**src/ccf_pkg.sv**
```systemverilog
// Shared types, widths and helpers for the cross convolution filter.
// Used by ccf_tap_cell, ccf_scale_stage and cross_convolution_5tap; no dependencies.
package ccf_pkg;

    localparam int TAP_COUNT    = 5;
    localparam int COEF_BITS    = 12;
    localparam int SAMPLE_W     = 16;
    localparam int INPUT_TAPS   = 5;   // column samples given per item
    localparam int ROW_TAPS     = 4;   // row neighbors given per item
    localparam int TAP_REG_W    = 60;
    localparam int SCALE_W      = 32;
    localparam int FRAC_BITS    = 24;
    localparam int BIAS_SHIFT   = 16;
    localparam int SCALE_STAGES = 4;

    localparam int SUM_W      = SAMPLE_W + 1 + COEF_BITS + $clog2(TAP_COUNT);
    localparam int PROD_W     = SUM_W + SCALE_W;
    localparam int TOT_W      = (PROD_W > 64) ? PROD_W : 64;
    localparam int Q_W        = TOT_W - FRAC_BITS;
    localparam int TAPS_EXT_W = TAP_REG_W + TAP_COUNT * COEF_BITS;
    localparam int LATENCY    = 2 * (TAP_COUNT + SCALE_STAGES);

    localparam int CFG_DATA_W  = TAP_REG_W;
    localparam int CFG_INDEX_W = 3;

    // register indexes
    localparam logic [CFG_INDEX_W-1:0] REG_SAMPLE_DEPTH     = 3'd0;
    localparam logic [CFG_INDEX_W-1:0] REG_VERTICAL_TAPS    = 3'd1;
    localparam logic [CFG_INDEX_W-1:0] REG_HORIZONTAL_TAPS  = 3'd2;
    localparam logic [CFG_INDEX_W-1:0] REG_VERTICAL_SCALE   = 3'd3;
    localparam logic [CFG_INDEX_W-1:0] REG_HORIZONTAL_SCALE = 3'd4;
    localparam logic [CFG_INDEX_W-1:0] REG_OUTPUT_BIAS      = 3'd5;
    localparam logic [CFG_INDEX_W-1:0] REG_CLAMP_NEGATIVES  = 3'd6;

    localparam logic [SAMPLE_W-1:0] SAMPLE_MAX_16 = 16'hFFFF;
    localparam logic [SAMPLE_W-1:0] SAMPLE_MAX_8  = 16'h00FF;
    localparam logic [SCALE_W-1:0]  SCALE_ONE     = 32'h0100_0000;

    typedef logic [SAMPLE_W-1:0]              sample_t;
    typedef logic signed [COEF_BITS-1:0]      coef_t;
    typedef logic [TAP_REG_W-1:0]             taps_t;
    typedef logic signed [SCALE_W-1:0]        scale_t;
    typedef logic [CFG_INDEX_W-1:0]           cfg_index_t;
    typedef logic [CFG_DATA_W-1:0]            cfg_data_t;
    typedef sample_t [TAP_COUNT-1:0]          tap_vec_t;
    typedef sample_t [ROW_TAPS-1:0]           row_t;

    // what one cell hands to the next
    typedef struct packed {
        logic                     valid;
        tap_vec_t                 smp;
        logic signed [SUM_W-1:0]  sum;
        row_t                     row;
    } cell_bus_t;

    // result of one scale pipeline
    typedef struct packed {
        logic    valid;
        sample_t value;
        row_t    row;
    } pass_out_t;

    // coefficient idx of a packed tap register; bits past the register read as zero
    function automatic coef_t coef_at(input taps_t taps, input int idx);
        logic [TAPS_EXT_W-1:0] ext;
        ext = TAPS_EXT_W'(taps);
        return coef_t'(ext[idx*COEF_BITS +: COEF_BITS]);
    endfunction

endpackage

```
**src/ccf_scale_stage.sv**
```systemverilog
// Four-stage scale pipeline: multiply, saturate and bias, magnitude, shift and clip.
// Depends on ccf_pkg for the bus structs and widths.
module ccf_scale_stage (
    input  logic                clk,
    input  logic                rst_n,
    input  ccf_pkg::cell_bus_t  bus_in,
    input  ccf_pkg::scale_t     scale,
    input  ccf_pkg::scale_t     bias,
    input  logic                with_bias,
    input  logic                clamp_neg,
    input  ccf_pkg::sample_t    max_value,
    output ccf_pkg::pass_out_t  pass_out
);
    import ccf_pkg::*;

    localparam logic signed [TOT_W-1:0] MAG_LIMIT =
        signed'(TOT_W'(64'h4000_0000_0000_0000));

    logic [SCALE_STAGES-1:0]    valid_reg;
    logic [SCALE_STAGES-1:0]    valid_next;
    row_t                       row_reg [SCALE_STAGES];

    logic signed [PROD_W-1:0]   prod_reg;
    logic signed [PROD_W-1:0]   prod_next;
    logic signed [TOT_W-1:0]    prod_ext;
    logic signed [TOT_W-1:0]    sat;
    logic signed [TOT_W-1:0]    bias_term;
    logic signed [TOT_W-1:0]    tot_reg;
    logic signed [TOT_W-1:0]    tot_next;
    logic [TOT_W-1:0]           mag_reg;
    logic [TOT_W-1:0]           mag_next;
    logic                       neg_reg;
    logic [Q_W-1:0]             q;
    sample_t                    value_reg;
    sample_t                    value_next;

    assign valid_next = {valid_reg[SCALE_STAGES-2:0], bus_in.valid};
    assign prod_next  = bus_in.sum * scale;

    always_comb
    begin
        prod_ext = TOT_W'(prod_reg);
        // saturate the product magnitude
        if (prod_ext > MAG_LIMIT)
        begin
            sat = MAG_LIMIT;
        end
        else if (prod_ext < -MAG_LIMIT)
        begin
            sat = -MAG_LIMIT;
        end
        else
        begin
            sat = prod_ext;
        end
        bias_term = with_bias ? (TOT_W'(bias) <<< BIAS_SHIFT) : '0;
        tot_next  = sat + bias_term;
    end

    assign mag_next = tot_reg[TOT_W-1] ? TOT_W'(-tot_reg) : TOT_W'(tot_reg);

    // truncation toward zero is the shifted magnitude
    always_comb
    begin
        q = mag_reg[TOT_W-1:FRAC_BITS];
        if (neg_reg && clamp_neg)
        begin
            value_next = '0;
        end
        else if (q > Q_W'(max_value))
        begin
            value_next = max_value;
        end
        else
        begin
            value_next = q[SAMPLE_W-1:0];
        end
    end

    always_ff @(posedge clk or negedge rst_n)
    begin
        if (!rst_n)
        begin
            valid_reg <= '0;
        end
        else
        begin
            valid_reg <= valid_next;
        end
    end

    always_ff @(posedge clk)
    begin
        prod_reg   <= prod_next;
        tot_reg    <= tot_next;
        mag_reg    <= mag_next;
        neg_reg    <= tot_reg[TOT_W-1];
        value_reg  <= value_next;
        row_reg[0] <= bus_in.row;
        for (int i = 1; i < SCALE_STAGES; i++)
        begin
            row_reg[i] <= row_reg[i-1];
        end
    end

    assign pass_out.valid = valid_reg[SCALE_STAGES-1];
    assign pass_out.value = value_reg;
    assign pass_out.row   = row_reg[SCALE_STAGES-1];

endmodule

```
**config.mk**
```make
export PLATFORM = sky130hd
export DESIGN_NAME = ccf_scale_stage
export DESIGN_NICKNAME = d
export VERILOG_FILES = /design/src/ccf_pkg.sv /design/src/ccf_scale_stage.sv
export SDC_FILE = /design/constraint.sdc
export NUM_CORES = 2
export LEC_CHECK = 0
export BUFFER_PORTS_ARGS = -buffer_cell sky130_fd_sc_hd__buf_2
export CAP_MARGIN = 20
export CORE_ASPECT_RATIO = 1.1
export CORE_UTILIZATION = 30
export CTS_CLUSTER_SIZE = 24
export DETAILED_ROUTE_END_ITERATION = 16
export GPL_TIMING_DRIVEN = 0
export PLACE_DENSITY = 0.42
export REMOVE_ABC_BUFFERS = 1
export SKIP_CTS_REPAIR_TIMING = 1
export SYNTH_ARGS = -nofsm -noshare
export SYNTH_HDL_FRONTEND = slang
export SYNTH_SLANG_ARGS = --single-unit
```
**constraint.sdc**
```tcl
create_clock -name clk -period 5.1 [get_ports clk]
set_input_delay 0.51 -clock clk [delete_from_list [all_inputs] [get_ports clk]]
set_output_delay 0.51 -clock clk [all_outputs]
set_load 0.03 [all_outputs]
```
==> flow_summary.toml <==
[timing]
min_period_ns = 7.19
fin_worst_skew_ns = 0.0129
hold_violations = 0
drv_slew = 0
setup_violations = 51
worst_pin_slew_ns = 0.936
setup_slack_ns = -2.09
fin_crit_sh = 1.41
rsz0062_at_grt = "true"
maxSlewHeadroom = 0.374
max_freq_ghz = 0.139

[drt]
via_per_inst = 4.65
firstDrtPassIters = 5
routed_wl_um = 171000
drc = 0
vias = 34400
route.antenna.remaining_nets = 0
wl_per_cell_um = 23.1
drtIter0Drc = 1913

[synth]
synth_flop_cell = "dfxtp_1"
synthArstFlopShare = 0.00899
syn_area_mm2 = 0.0495
synth_seq_cells = 445
ys_warn_count = 0
synth.top_cell.area_share = 0.438
synth_area_per_cell_um2 = 9.93
synth_edf_count = 0
synth.distinct_cells = 68
ys_top_cells_by_area = "fa_1 44%, dfxtp_1 18%, inv_1 7.7%"
yosys.area.top_type = "fa_1"
syn_inst = 4980
ys_seq_area_frac = 0.181

[global_routing]
grt_pass1_wl_um = 225000
grt_pass1_vias = 36600
grt_max_degree = 63
antenna_found_initial = 29
overflow = 0
track_usage = 0.176

[cells_and_area]
utilization = 0.363
syn_to_final_growth_pct = 19.7
fin_cells = 7398
final_cell_area_mm2 = 0.0592
drive_gt1_frac = 0.154
nets = 6823
largest_reg_flops = 256
fill_cells = 16500

[floorplan]
die_area_mm2 = 0.167
die_w_um = 389
die_h_um = 428
initial_core_util = 0.304
rows = 155
placeableCoreArea_mm2 = 0.163
io_pins = 342

[status]
status = "finished with violations"
violations = "negative setup slack"

[worst_setup_path]
worst_ep_required_time_ns = 5.52
critical_path.endpoint_type = "register"
crit_type = "input port to register"
arrival_ns = 7.61
reg2reg_depth = 20
r2r_slack_ns = 0.24
reg2reg_to = "tot_reg[62]$_DFF_P_"
crit_start = "scale[5]"
r2r_start = "prod_ext[61]$_DFF_P_"
cp-start-kind = "input port"
crit_fanout = 8

[worst_hold_path]
hold_class = "input port to register"
min_to = "row_reg[0][52]$_DFF_P_"
hold_depth = 1
hold_start = "bus_in[52]"

[clock_tree]
clock-root-buffer = "clkbuf_16"
clock_path_buffers = 3
path_clk_slew_ns = 0.07
clk_latency_ns = 0.55
clock-sinks = 445
cts_tree = "yes"
cts_max_level = 2
cts_made_buffers = 42

[place]
dp_cells = 7147
gp_congestion = 0.834
pre_cts_slack_ns = -4.80
dpl.hpwl_um = 111000
placed_area_mm2 = 0.0527
io_buffers = 261

[flow_run]
cap_violations = 0
layout make-up:
class                   instances  area, um2  share of cell area
repair inverters                1       7.51            0.000127
diodes                         14       35.0            0.000592
clock inverters                26        315             0.00533
flip-flops and latches        445       8930               0.151
well taps                    2119       2650              0.0448
multi-input cells            3304      37500               0.633
inverters                    1017       3840              0.0648
clock buffers                  51       1130              0.0192
repair buffers                421       4790              0.0810
metal layers:
metal / vias up / track usage / part of all wire
met4: 12 / 0.0287 / 0.026
met5: - / 0 / 0.00046
li1: 15300 / - / -
met1: 17900 / 0.234 / 0.43
met3: 180 / 0.0178 / 0.054
met2: 938 / 0.311 / 0.49
stage by stage:
stage                     setup TNS [ns]  hold WS, ns
after global routing              -77.80       0.0243
final                             -67.96       0.0557
after CTS                        -153.61       -0.286
after floorplan                   -74.32        0.214
after global placement           -185.17        0.310
after detailed placement         -185.54        0.312
worst max path at each step:
| stage | to | slack (ns) | depth (start not counted) |
|---|---|---|---|
| after global placement | prod_ext[62]$_DFF_P_ | -4.76 | 26 |
| after global routing | prod_ext[62]$_DFF_P_ | -2.28 | 26 |
| final | prod_ext[62]$_DFF_P_ | -2.09 | 25 |
| after detailed placement | prod_ext[62]$_DFF_P_ | -4.80 | 26 |
| after floorplan | prod_ext[62]$_DFF_P_ | -2.60 | 23 |
| after CTS | prod_ext[62]$_DFF_P_ | -4.21 | 26 |
critical path, cell delays in order:
cell and delay (ns):
buf_16 0.14, buf_6 0.14, and2_4 0.16, fa_2 0.63, fa_2 0.47, fa_2 0.53
inv_1 0.06, fa_1 0.47, inv_1 0.05, fa_1 0.47, fa_2 0.59, fa_2 0.50
fa_2 0.63, ha_4 0.24, a21oi_2 0.16, o21ai_2 0.09, a221o_1 0.38, a41o_1 0.24
o311ai_2 0.07, buf_4 0.20, a21oi_4 0.08, o21ai_2 0.17, and2_4 0.19, o21ai_4 0.06
a311o_1 0.34
cells in the final DEF (no fill, tap or decap), drive strengths merged, types with 18 or more instances in the layout:
cell type  Yosys  routed
a21oi        110     110
inv         1016    1016
fa          1083    1083
buf            3     371
nand3         28      28
xor2          28      28
o21ai         74      74
nor2          86      86
mux2i         18      18
a21o          52      52
xnor2        115     115
nand2        584     584
and3          19      19
nand4         20      20
dfxtp        441     441
and2         606     606
ha           247     247
clkbuf       214     100
nand2b        21      21
nor4          33      33
kinds of logic after synthesis:
group,Yosys count,synth area share
DFF,445,0.181
adders and majority gates,1330,0.501
buffers and inverters,1234,0.0937
and+or+nand+nor,1459,0.150
AOI/OAI and AO/OA,350,0.0454
muxes,19,0.00387
xor gates and xnor gates,143,0.0253
synthesized netlist by cell type (all sizes together), types with 3 or more instances:
library cell and n:
a2111oi 4, a211oi 12, a21boi 6, a21o 52
a21oi 110, a221o 4, a221oi 4, a31o 4
a31oi 6, a41o 3, and2 606, and3 19
and4 3, buf 3, clkbuf 214, dfrtp 4
dfxtp 441, fa 1083, ha 247, inv 1016
mux2i 18, nand2 584, nand2b 21, nand3 28
nand4 20, nor2 86, nor2b 12, nor3 17
nor4 33, o211ai 10, o21a 16, o21ai 74
o21bai 11, o311ai 3, o31ai 14, or2 8
or3 8, or4 7, xnor2 115, xor2 28
Power is left out: the tool's default activity adds up to more than one toggle a clock period on the data nets, which glitch-free logic cannot reach.
