===== src/ccf_pkg.sv =====
// Shared types, widths and helpers for the cross convolution filter.
// Used by ccf_tap_cell, ccf_scale_stage and cross_convolution_5tap; no dependencies.
package ccf_pkg;

    localparam int TAP_COUNT    = 5;
    localparam int COEF_BITS    = 12;
    localparam int SAMPLE_W     = 16;
    localparam int INPUT_TAPS   = 5;   // column samples given per item
    localparam int ROW_TAPS     = 4;   // row neighbors given per item
    localparam int TAP_REG_W    = 60;
    localparam int SCALE_W      = 32;
    localparam int FRAC_BITS    = 24;
    localparam int BIAS_SHIFT   = 16;
    localparam int SCALE_STAGES = 4;

    localparam int SUM_W      = SAMPLE_W + 1 + COEF_BITS + $clog2(TAP_COUNT);
    localparam int PROD_W     = SUM_W + SCALE_W;
    localparam int TOT_W      = (PROD_W > 64) ? PROD_W : 64;
    localparam int Q_W        = TOT_W - FRAC_BITS;
    localparam int TAPS_EXT_W = TAP_REG_W + TAP_COUNT * COEF_BITS;
    localparam int LATENCY    = 2 * (TAP_COUNT + SCALE_STAGES);

    localparam int CFG_DATA_W  = TAP_REG_W;
    localparam int CFG_INDEX_W = 3;

    // register indexes
    localparam logic [CFG_INDEX_W-1:0] REG_SAMPLE_DEPTH     = 3'd0;
    localparam logic [CFG_INDEX_W-1:0] REG_VERTICAL_TAPS    = 3'd1;
    localparam logic [CFG_INDEX_W-1:0] REG_HORIZONTAL_TAPS  = 3'd2;
    localparam logic [CFG_INDEX_W-1:0] REG_VERTICAL_SCALE   = 3'd3;
    localparam logic [CFG_INDEX_W-1:0] REG_HORIZONTAL_SCALE = 3'd4;
    localparam logic [CFG_INDEX_W-1:0] REG_OUTPUT_BIAS      = 3'd5;
    localparam logic [CFG_INDEX_W-1:0] REG_CLAMP_NEGATIVES  = 3'd6;

    localparam logic [SAMPLE_W-1:0] SAMPLE_MAX_16 = 16'hFFFF;
    localparam logic [SAMPLE_W-1:0] SAMPLE_MAX_8  = 16'h00FF;
    localparam logic [SCALE_W-1:0]  SCALE_ONE     = 32'h0100_0000;

    typedef logic [SAMPLE_W-1:0]              sample_t;
    typedef logic signed [COEF_BITS-1:0]      coef_t;
    typedef logic [TAP_REG_W-1:0]             taps_t;
    typedef logic signed [SCALE_W-1:0]        scale_t;
    typedef logic [CFG_INDEX_W-1:0]           cfg_index_t;
    typedef logic [CFG_DATA_W-1:0]            cfg_data_t;
    typedef sample_t [TAP_COUNT-1:0]          tap_vec_t;
    typedef sample_t [ROW_TAPS-1:0]           row_t;

    // what one cell hands to the next
    typedef struct packed {
        logic                     valid;
        tap_vec_t                 smp;
        logic signed [SUM_W-1:0]  sum;
        row_t                     row;
    } cell_bus_t;

    // result of one scale pipeline
    typedef struct packed {
        logic    valid;
        sample_t value;
        row_t    row;
    } pass_out_t;

    // coefficient idx of a packed tap register; bits past the register read as zero
    function automatic coef_t coef_at(input taps_t taps, input int idx);
        logic [TAPS_EXT_W-1:0] ext;
        ext = TAPS_EXT_W'(taps);
        return coef_t'(ext[idx*COEF_BITS +: COEF_BITS]);
    endfunction

endpackage


===== src/ccf_tap_cell.sv =====
// One multiply-accumulate cell of a tap chain.
// Depends on ccf_pkg for the bus struct and widths.
module ccf_tap_cell (
    input  logic              clk,
    input  logic              rst_n,
    input  ccf_pkg::coef_t    coef,
    input  ccf_pkg::cell_bus_t bus_in,
    output ccf_pkg::cell_bus_t bus_out
);
    import ccf_pkg::*;

    logic                              valid_reg;
    logic                              valid_next;
    tap_vec_t                          smp_reg;
    tap_vec_t                          smp_next;
    logic signed [SUM_W-1:0]           sum_reg;
    logic signed [SUM_W-1:0]           sum_next;
    row_t                              row_reg;
    logic signed [SAMPLE_W+COEF_BITS:0] prod;

    assign valid_next = bus_in.valid;
    assign prod       = $signed({1'b0, bus_in.smp[0]}) * coef;
    assign sum_next   = bus_in.sum + SUM_W'(prod);

    // advance the sample vector by one tap
    always_comb
    begin
        for (int i = 0; i < TAP_COUNT - 1; i++)
        begin
            smp_next[i] = bus_in.smp[i+1];
        end
        smp_next[TAP_COUNT-1] = '0;
    end

    always_ff @(posedge clk or negedge rst_n)
    begin
        if (!rst_n)
        begin
            valid_reg <= 1'b0;
        end
        else
        begin
            valid_reg <= valid_next;
        end
    end

    always_ff @(posedge clk)
    begin
        smp_reg <= smp_next;
        sum_reg <= sum_next;
        row_reg <= bus_in.row;
    end

    assign bus_out.valid = valid_reg;
    assign bus_out.smp   = smp_reg;
    assign bus_out.sum   = sum_reg;
    assign bus_out.row   = row_reg;

endmodule


===== config.mk =====
export PLATFORM = sky130hd
export DESIGN_NAME = ccf_tap_cell
export DESIGN_NICKNAME = d
export VERILOG_FILES = /design/src/ccf_pkg.sv /design/src/ccf_tap_cell.sv
export SDC_FILE = /design/constraint.sdc
export NUM_CORES = 1
export LEC_CHECK = 0
export BUFFER_PORTS_ARGS = -buffer_cell sky130_fd_sc_hd__buf_2
export CORE_MARGIN = 3
export CORE_UTILIZATION = 30
export DETAILED_ROUTE_END_ITERATION = 8
export GPL_TIMING_DRIVEN = 1
export PLACE_DENSITY = 0.55
export SETUP_SLACK_MARGIN = 0.02
export SYNTH_ARGS = -nofsm -noshare
export SYNTH_HDL_FRONTEND = slang
export SYNTH_SLANG_ARGS = --single-unit

===== constraint.sdc =====
create_clock -name clk -period 0.8 [get_ports clk]
set_input_delay 0.04 -clock clk [delete_from_list [all_inputs] [get_ports clk]]
set_output_delay 0.04 -clock clk [all_outputs]
set_load 0.02 [all_outputs]

==> results of run 1 <==
==> per-stage QoR <==
stage | setup TNS [ns] | hold slack (ns)
finish | -111.99 | -0.162
global route | -121.84 | -0.172
CTS | -116.13 | -0.189
detailed placement | -113.86 | -0.183
global placement | -111.48 | -0.186
floorplan | -99.97 | -0.256
==> critical path, cell delays in order <==
cell	delay [ns]
buf_12	0.11
and2_4	0.15
fa_1	0.55
inv_2	0.04
fa_1	0.51
inv_2	0.04
fa_1	0.52
inv_2	0.05
fa_2	0.44
fa_1	0.51
inv_2	0.05
ha_4	0.27
ha_4	0.20
o211ai_1	0.14
o21ai_2	0.13
o211ai_1	0.40
a211oi_2	0.15
or4_1	0.53
nand4_1	0.11
==> power by group through the flow <==
stage | Combinational [mW] | Clock [mW] | Sequential, mW
after CTS | 74.1 | 8.26 | 10.6
after global placement | 65.3 | 0 | 10.3
after detailed placement | 65.8 | 0 | 10.3
after global routing | 87.9 | 8.56 | 10.8
after floorplan | 39.8 | 0 | 11.7
final | 81.3 | 7.99 | 10.7
==> synth_stat cells, types with 2 or more instances <==
library cell	count
ha_1	106
o221ai_1	2
o21bai_1	2
a21oi_1	26
nand3_1	3
o21ai_0	10
nor2b_1	4
nor3_1	3
nor2_1	22
or4_1	3
o211ai_1	6
a31oi_1	5
o21a_1	5
a21oi_4	2
and3_1	4
nand2b_1	5
mux2_2	2
xnor2_1	19
a21o_1	7
inv_1	223
nand4_1	5
dfxtp_1	160
a2111oi_2	2
nand2_1	119
xor2_1	6
buf_4	17
fa_1	167
o31ai_1	2
o21ai_1	2
a211oi_1	4
and2_1	84
clkbuf_1	30
==> final cells by class <==
class                      instances  area [um^2]  area share [%]
antenna                            1         2.50          0.0132
sequential                       161         3440            18.2
multi-input combinational        663         7740            40.9
clock inverter                    15          161           0.854
inverter                         223          840            4.44
tap                              461          577            3.05
timing repair buffer             655         5720            30.3
clock buffer                      17          425            2.25
==> cell families after synthesis <==
group	Yosys count	share of synthesized area (%)
xor+xnor	25	1.97
flops	161	29.0
fa+ha+maj	273	41.9
simple gates	259	11.4
compound gates	87	5.73
other cells	1	0.0337
mux	3	0.292
buf+inv	270	9.67
==> how the worst max path moves through the flow <==
stage / startpoint / slack [ns] / cells after the start / end
2_1_floorplan: bus_in[106] / -3.97 / 16 / sum_reg[30]
3_5_place_dp: coef[0] / -4.38 / 16 / sum_reg[30]
4_1_cts: bus_in[106] / -3.74 / 16 / sum_reg[30]
5_1_grt: coef[9] / -3.90 / 16 / sum_reg[31]
6_report: bus_in[102] / -3.80 / 19 / sum_reg[31]
3_3_place_gp: coef[0] / -4.25 / 17 / sum_reg[31]
==> layer usage <==
| layer | share of wire (%) | routed length (um) | vias up |
|---|---|---|---|
| met1 | 40 | 14600 | 4651 |
| met5 | 0 | 0 | - |
| met3 | 4.6 | 1670 | 46 |
| met4 | 2.9 | 1050 | 0 |
| met2 | 52 | 18700 | 281 |
| li1 | - | - | 4536 |
==> timing repair <==
item,CTS,global route
hold endpoints to repair,132,2
pin swaps,56,43
buffers inserted,10,11
setup endpoints to repair,192,192
resized for setup,587,98
==> flow_summary.toml, run 1 <==
[min_path]
hold_start = "bus_in[64]"
hold_path_class = "in -> reg"
whs_path_depth = 2
min_to = "sum_reg[0]"

[global_routing]
track_usage_pct = 18.1
grt_overflow = 0
grt_pass1_vias = 10702
gr-usage-met1_pct = 21.4
antenna_found_initial = 0
grt_max_degree = 19
grt_busiest_layer = "met2"
grt_pass1_wl_um = 55200
grt_use_met2_pct = 33.4
grt_util_met3_pct = 2.93

[critical_path]
cp.arrival_ns = 4.97
crit_required_ns = 1.17
startpoint_type = "primary input"
critPathMaxFanout = 7
path_class = "in -> reg"
critPathCaptureType = "flop"

[cells_and_area]
layout-drive-gt1-share_pct = 50.3
area_growth_pct = 69.7
largest_reg_flops = 128
nFillCells = 3148
final_common_cell = "inv_1"
fin_area_um2 = 18900
utilization_pct = 52.4
fin_cells = 2196
final_cell_mix = "inv_1, buf_6, buf_2, dfxtp_2, fa_1"
fin_nets = 2185

[logic_synthesis]
synth-seq-cells = 161
seq_area_frac_synth_pct = 29.0
synth_top_area_share_pct = 30.0
synth_area_per_cell_um2 = 10.3
async_flop_share_pct = 0.621
synth_edf_count = 0
syn-cell-area_um2 = 11100
yosys_most_used_dff = "dfxtp_1"
syn_inst = 1079
synth_top_cell_by_area = "fa_1"
ys_warn_count = 0
synth_cell_type_count = 54
synthTopCellsByArea = "fa_1, dfxtp_1, ha_1"

[place]
port_buffers = 351
hpwl_um = 27900
dp.cells = 2014
place_congestion = 0.879
dpl_cell_area_um2 = 14900
place_ws_ns = -4.38

[drt]
vias = 9514
drt-vias-per-instance = 4.33
routed_wl_um = 36000
drt_iter0_drc = 223
firstDrtPassIters = 5
remaining_drc_errors = 0
wl_per_cell_um = 16.4
ant_nets = 0

[power_and_ir_drop]
internal-power_mw = 56.6
p_comb_share_pct = 81.3
switching_power_mw = 43.4
total_leakage_power_nw = 9.26
seqPwrFrac_pct = 10.7
p_per_area_nw_per_um2 = 5290
p_sw_share_pct = 43.4
clockPowerShare_pct = 8.0
ir_drop_mv = 5.03
finalPower_mw = 100

[timing]
period_needed_ns = 4.60
rsz0062_at_grt = "yes"
holdWs_ns = -0.162
drv_slew = 0
fmax_mhz = 217
setup_ws_ns = -3.80
fin_crit_sh_pct = 575
finalSetupViolCount = 192
hold_viol = 2

[cts]
clkTransAtPathRegs_ns = 0.08
cts_tree = "yes"
cts_hold_buf = 131
clock-sinks = 161
htree_levels = 4
cts_inserted_buffers = 17
cts_buffer_depth = 2
clockRootBuffer = "clkbuf_16"

[floorplanning]
die_area_um2 = 39500
die_w_um = 199
core.rowCount = 69
core_area_um2 = 36100
die_h_um = 199
ios = 368
initial_core_util_pct = 30.9

[status]
status = "complete, but fails checks"
violations = "hold timing, setup timing"

[run]
max_cap_viol_count = 0
No activity file was read; power rests on OpenSTA's default activity.
==> run 2, diff against run 1 <==
CTS_CLUSTER_SIZE = 20   (was default)
PLACE_DENSITY = default   (was 0.55)
PLACE_DENSITY_LB_ADDON = 0.1   (was default)
==> run 2 against run 1 <==
Against the previous run: the run still ends with hold timing, setup timing left; cell count increased by 0.23%; non-clock buffer count increased by 6; critical path type unchanged; sequential share of layout area decreased by 0.053 points; clock power increased by 4.3%; via count decreased by 0.95%; critical endpoint is now sum_reg[30].
==> flow_summary.toml, run 2 (same netlist as run 1, synthesis figures left out) <==
[critical_path]
crit_required_ns = 1.13
startpoint_type = "primary input"
cp_slowest_cell = "fa_1"
crit_path_frequent_cell = "fa_1"
cp.arrival_ns = 4.83
cpLargestDelayFamily = "adder cells"
crit_buf_inv = 6
path_class = "in -> reg"
crit_path_max_incr_delay_ns = 0.54
critPathCaptureType = "flop"
crit_chain = "buf_4 > buf_4 > and2_1 > fa_1 > inv_1 > fa_1 > inv_1 > fa_1 > inv_1 > fa_1 > fa_1 > inv_1 > ha_4 > ha_4 > a21oi_2 > o21bai_2 > a2111o_1 > o21ai_2 > mux2_4 > a311oi_2"
critPathMaxFanout = 6

[place]
place_congestion = 0.800
dpl_cell_area_um2 = 14900
port_buffers = 351
hpwl_um = 29000

[power_and_ir_drop]
clockPowerShare_pct = 8.2
finalPower_mw = 102
p_per_area_nw_per_um2 = 5390
total_leakage_power_nw = 9.28
p_comb_share_pct = 81.4
switching_power_mw = 43.9
p_sw_share_pct = 43.1
seqPwrFrac_pct = 10.4
internal-power_mw = 58.1
ir_drop_mv = 5.79

[cts]
clockRootBuffer = "clkbuf_16"
clock-sinks = 161
cts_buffer_depth = 2
cts_hold_buf = 131
clkTransAtPathRegs_ns = 0.07
cts_tree = "yes"
cts_inserted_buffers = 17
htree_levels = 4

[cells_and_area]
area_growth_pct = 69.9
n_antenna_cell = 0
final_common_cell = "inv_1"
final_cell_mix = "inv_1, buf_6, buf_2, dfxtp_2, fa_1"
fin_nets = 2191
largest_reg_flops = 128
layout-drive-gt1-share_pct = 51.0
fin_area_um2 = 18900
nFillCells = 3255

[floorplanning]
die_w_um = 199
core.rowCount = 69
initial_core_util_pct = 30.9
die_h_um = 199
ios = 368
core_area_um2 = 36100
die_area_um2 = 39500

[timing]
fin_crit_sh_pct = 563
drv_slew = 0
finalSetupViolCount = 192
setup_ws_ns = -3.70
hold_viol = 2
period_needed_ns = 4.50
holdWs_ns = -0.150
fmax_mhz = 222
rsz0062_at_grt = "yes"

[status]
violations = "hold timing, setup timing"
status = "complete, but fails checks"

[global_routing]
grt_max_degree = 18
grt_overflow = 0
grt_pass1_vias = 10649
track_usage_pct = 18.5
grt_pass1_wl_um = 56100
antenna_found_initial = 0

[drt]
wl_per_cell_um = 16.5
ant_nets = 0
drt_iter0_drc = 263
vias = 9424
drt-vias-per-instance = 4.28
remaining_drc_errors = 0
firstDrtPassIters = 4
routed_wl_um = 36300

[run]
max_cap_viol_count = 0

[min_path]
hold_path_class = "in -> reg"
==> run 2: cell count changes in the layout (fill, tap and decap cells not counted), moves of 5 or more <==
cell,change
buf_4,+16
buf_8,-5
ha_1,-6
ha_4,+6
inv_2,+5
==> run 2: repair_timing <==
action,CTS,global route
setup buffers,19,11
pin swaps,69,45
endpoints found under the hold margin,132,2
gates resized for setup,605,54
setup endpoints to repair,192,192
==> run 2: power by group through the flow <==
stage                     Clock (mW)  Combinational [mW]  Sequential (mW)
after floorplan                    0                39.8             11.7
after global placement             0                67.1             10.3
after detailed placement           0                67.1             10.2
after CTS                       8.61                79.0             10.6
after global routing            8.89                90.7             10.7
final                           8.33                83.0             10.7
==> run 2: metal layers <==
metal | track usage, % | share of wire, % | vias up
li1 | - | - | 4542
met1 | 22.6 | 41 | 4643
met2 | 33.7 | 53 | 203
met3 | 2.93 | 3.7 | 36
met4 | 4.84 | 1.9 | 0
met5 | 0 | 0 | -
==> run 2: final timing paths <==
kind | start | to | slack [ns] | cells after the start
setup / recovery | coef[7] | sum_reg[30] | -3.70 | 20
hold / removal | bus_in[64] | sum_reg[0] | -0.15 | 2
max in group asynchronous | rst_n | valid_reg | 0.22 | 3
min in group asynchronous | rst_n | valid_reg | 0.46 | 3
==> run 2: final cells by class <==
cell class	instances	area, um^2	area share [%]
Inverter	223	837	4.42
Clock inverter	14	161	0.853
Multi-Input combinational cell	663	7820	41.3
Tap cell	461	577	3.05
Clock buffer	18	439	2.32
Sequential cell	161	3430	18.1
Timing Repair Buffer	661	5660	29.9
==> run 2: stage by stage <==
stage               instances  setup slack, ns  hold WS [ns]  TNS [ns]  utilization [%]
floorplan                1094            -3.97        -0.256    -99.97                -
global placement         2015            -4.26        -0.185   -112.19             41.3
detailed placement       2015            -4.31        -0.182   -112.90             41.3
CTS                      2195            -3.69        -0.183   -120.05             51.7
global route             2201            -3.87        -0.151   -124.68             52.4
finish                   2201            -3.70        -0.150   -114.37             52.4
==> run 3, diff against run 2 <==
==> constraint.sdc (replaced) <==
create_clock -name clk -period 0.8 [get_ports clk]
set_input_delay 0.08 -clock clk [delete_from_list [all_inputs] [get_ports clk]]
set_output_delay 0.08 -clock clk [all_outputs]
set_load 0.02 [all_outputs]
==> run 3 against run 2 <==
Against the previous run: the run still ends with hold timing, setup timing left; cell count shrank 0.23%; worst hold slack gained 0.035 ns; count of clock-buffer cells in the layout shrank 1; sequential power is essentially flat; die area is the same; fmax shrank 2.4%; combinational power shrank 2%; design area is essentially flat; via count shrank 0.38%; total power shrank 1.2%; critical endpoint is now sum_reg[26]; largest power group unchanged; highest routed layer unchanged.
==> flow_summary.toml, run 3 (same netlist as run 1, synthesis figures left out) <==
[status]
status = "complete, but fails checks"
violations = "hold timing, setup timing"

[cells_and_area]
final_cell_mix = "inv_1, buf_6, buf_2, fa_1, dfxtp_2"
largest_reg_flops = 128
fin_area_um2 = 18900
n_antenna_cell = 0
multi_input_area_um2 = 7810
seq_area_um2 = 3430
area_growth_pct = 69.9
final_common_cell = "inv_1"
fin_nets = 2186
nFillCells = 3187
utilization_pct = 52.5
layout-drive-gt1-share_pct = 50.4
fin_cells = 2196

[floorplanning]
initial_core_util_pct = 30.9
die_h_um = 199
ios = 368
core_area_um2 = 36100
die_area_um2 = 39500
core.rowCount = 69
die_w_um = 199

[cts]
cts_buffer_depth = 2
clkTransAtPathRegs_ns = 0.07
cts_hold_buf = 131
cts_tree = "yes"
htree_levels = 4
cts_inserted_buffers = 17
clock-sinks = 161
clockRootBuffer = "clkbuf_16"

[critical_path]
cp.arrival_ns = 4.97
crit_required_ns = 1.15
critPathCaptureType = "flop"
path_class = "in -> reg"
startpoint_type = "primary input"
critPathMaxFanout = 3

[power_and_ir_drop]
total_leakage_power_nw = 9.26
p_per_area_nw_per_um2 = 5320
finalPower_mw = 101
ir_drop_mv = 5.80

[timing]
holdWs_ns = -0.115
setup_ws_ns = -3.81
finalSetupTns_ns = -121.42
fin_crit_sh_pct = 577
fmax_mhz = 217
rsz0062_at_grt = "yes"
finalSetupViolCount = 192
period_needed_ns = 4.61
hold_viol = 1
drv_slew = 0

[run]
max_cap_viol_count = 0

[drt]
firstDrtPassIters = 5
drt_iter0_drc = 307
routed_wl_um = 35900
vias = 9388
ant_nets = 0
wl_per_cell_um = 16.3
remaining_drc_errors = 0
drt-vias-per-instance = 4.28

[global_routing]
grt_pass1_vias = 10578
grt_overflow = 0
track_usage_pct = 18.2
grt_max_degree = 19
grt_pass1_wl_um = 55200
antenna_found_initial = 0

[place]
dpl_cell_area_um2 = 14900
port_buffers = 351
hpwl_um = 29000
dp.cells = 2015
place_ws_ns = -4.37
place_congestion = 0.800

[min_path]
hold_path_class = "in -> reg"
[run 3: metal layers]
layer  vias up  GRT usage (%)  routed length [um]
met2       201           32.9               19100
li1       4531              -                   -
met3        26           3.35                1320
met5         -              0                   0
met4         0           3.57                 444
met1      4630           22.7               15000
[run 3: path summary, 6_finish.rpt]
kind | slack, ns | end | start | cells after the start
worst max-delay path | -3.81 | sum_reg[26] | bus_in[101] | 18
worst min-delay path | -0.12 | sum_reg[0] | bus_in[64] | 2
max in group asynchronous | 0.21 | valid_reg | rst_n | 3
min in group asynchronous | 0.48 | valid_reg | rst_n | 3
[run 3: worst max-delay path, cell delays in order]
cell and delay, ns:
buf_8 0.10, and2_4 0.15, fa_1 0.55, inv_2 0.04
fa_1 0.53, inv_1 0.05, fa_1 0.45, fa_1 0.51
fa_1 0.44, fa_1 0.55, ha_4 0.22, and3_4 0.16
buf_4 0.13, a31oi_4 0.29, a2111oi_4 0.11, buf_4 0.17
a2111oi_4 0.28, xnor2_1 0.15
[run 3: area by class of cell]
class	instances	share of cell area (%)
multi-input cells	663	41.3
repair buffers	656	29.9
flip-flops and latches	161	18.1
inverters	223	4.42
well taps	461	3.05
clock buffers	17	2.25
clock inverters	15	1.01
[run 3: report_power, final]
part	internal, mW	switching [mW]	leakage [nW]
Combinational	42.7	38.9	7.60
Sequential	9.98	0.678	1.36
Clock	4.51	3.87	0.297
Total	57.2	43.5	9.26
[run 3: timing repair]
action,CTS,global route
pin swaps,38,31
setup endpoints to repair,192,192
buffers inserted,12,6
resized for setup,581,76
hold endpoints to repair,132,1
cloned,0,1
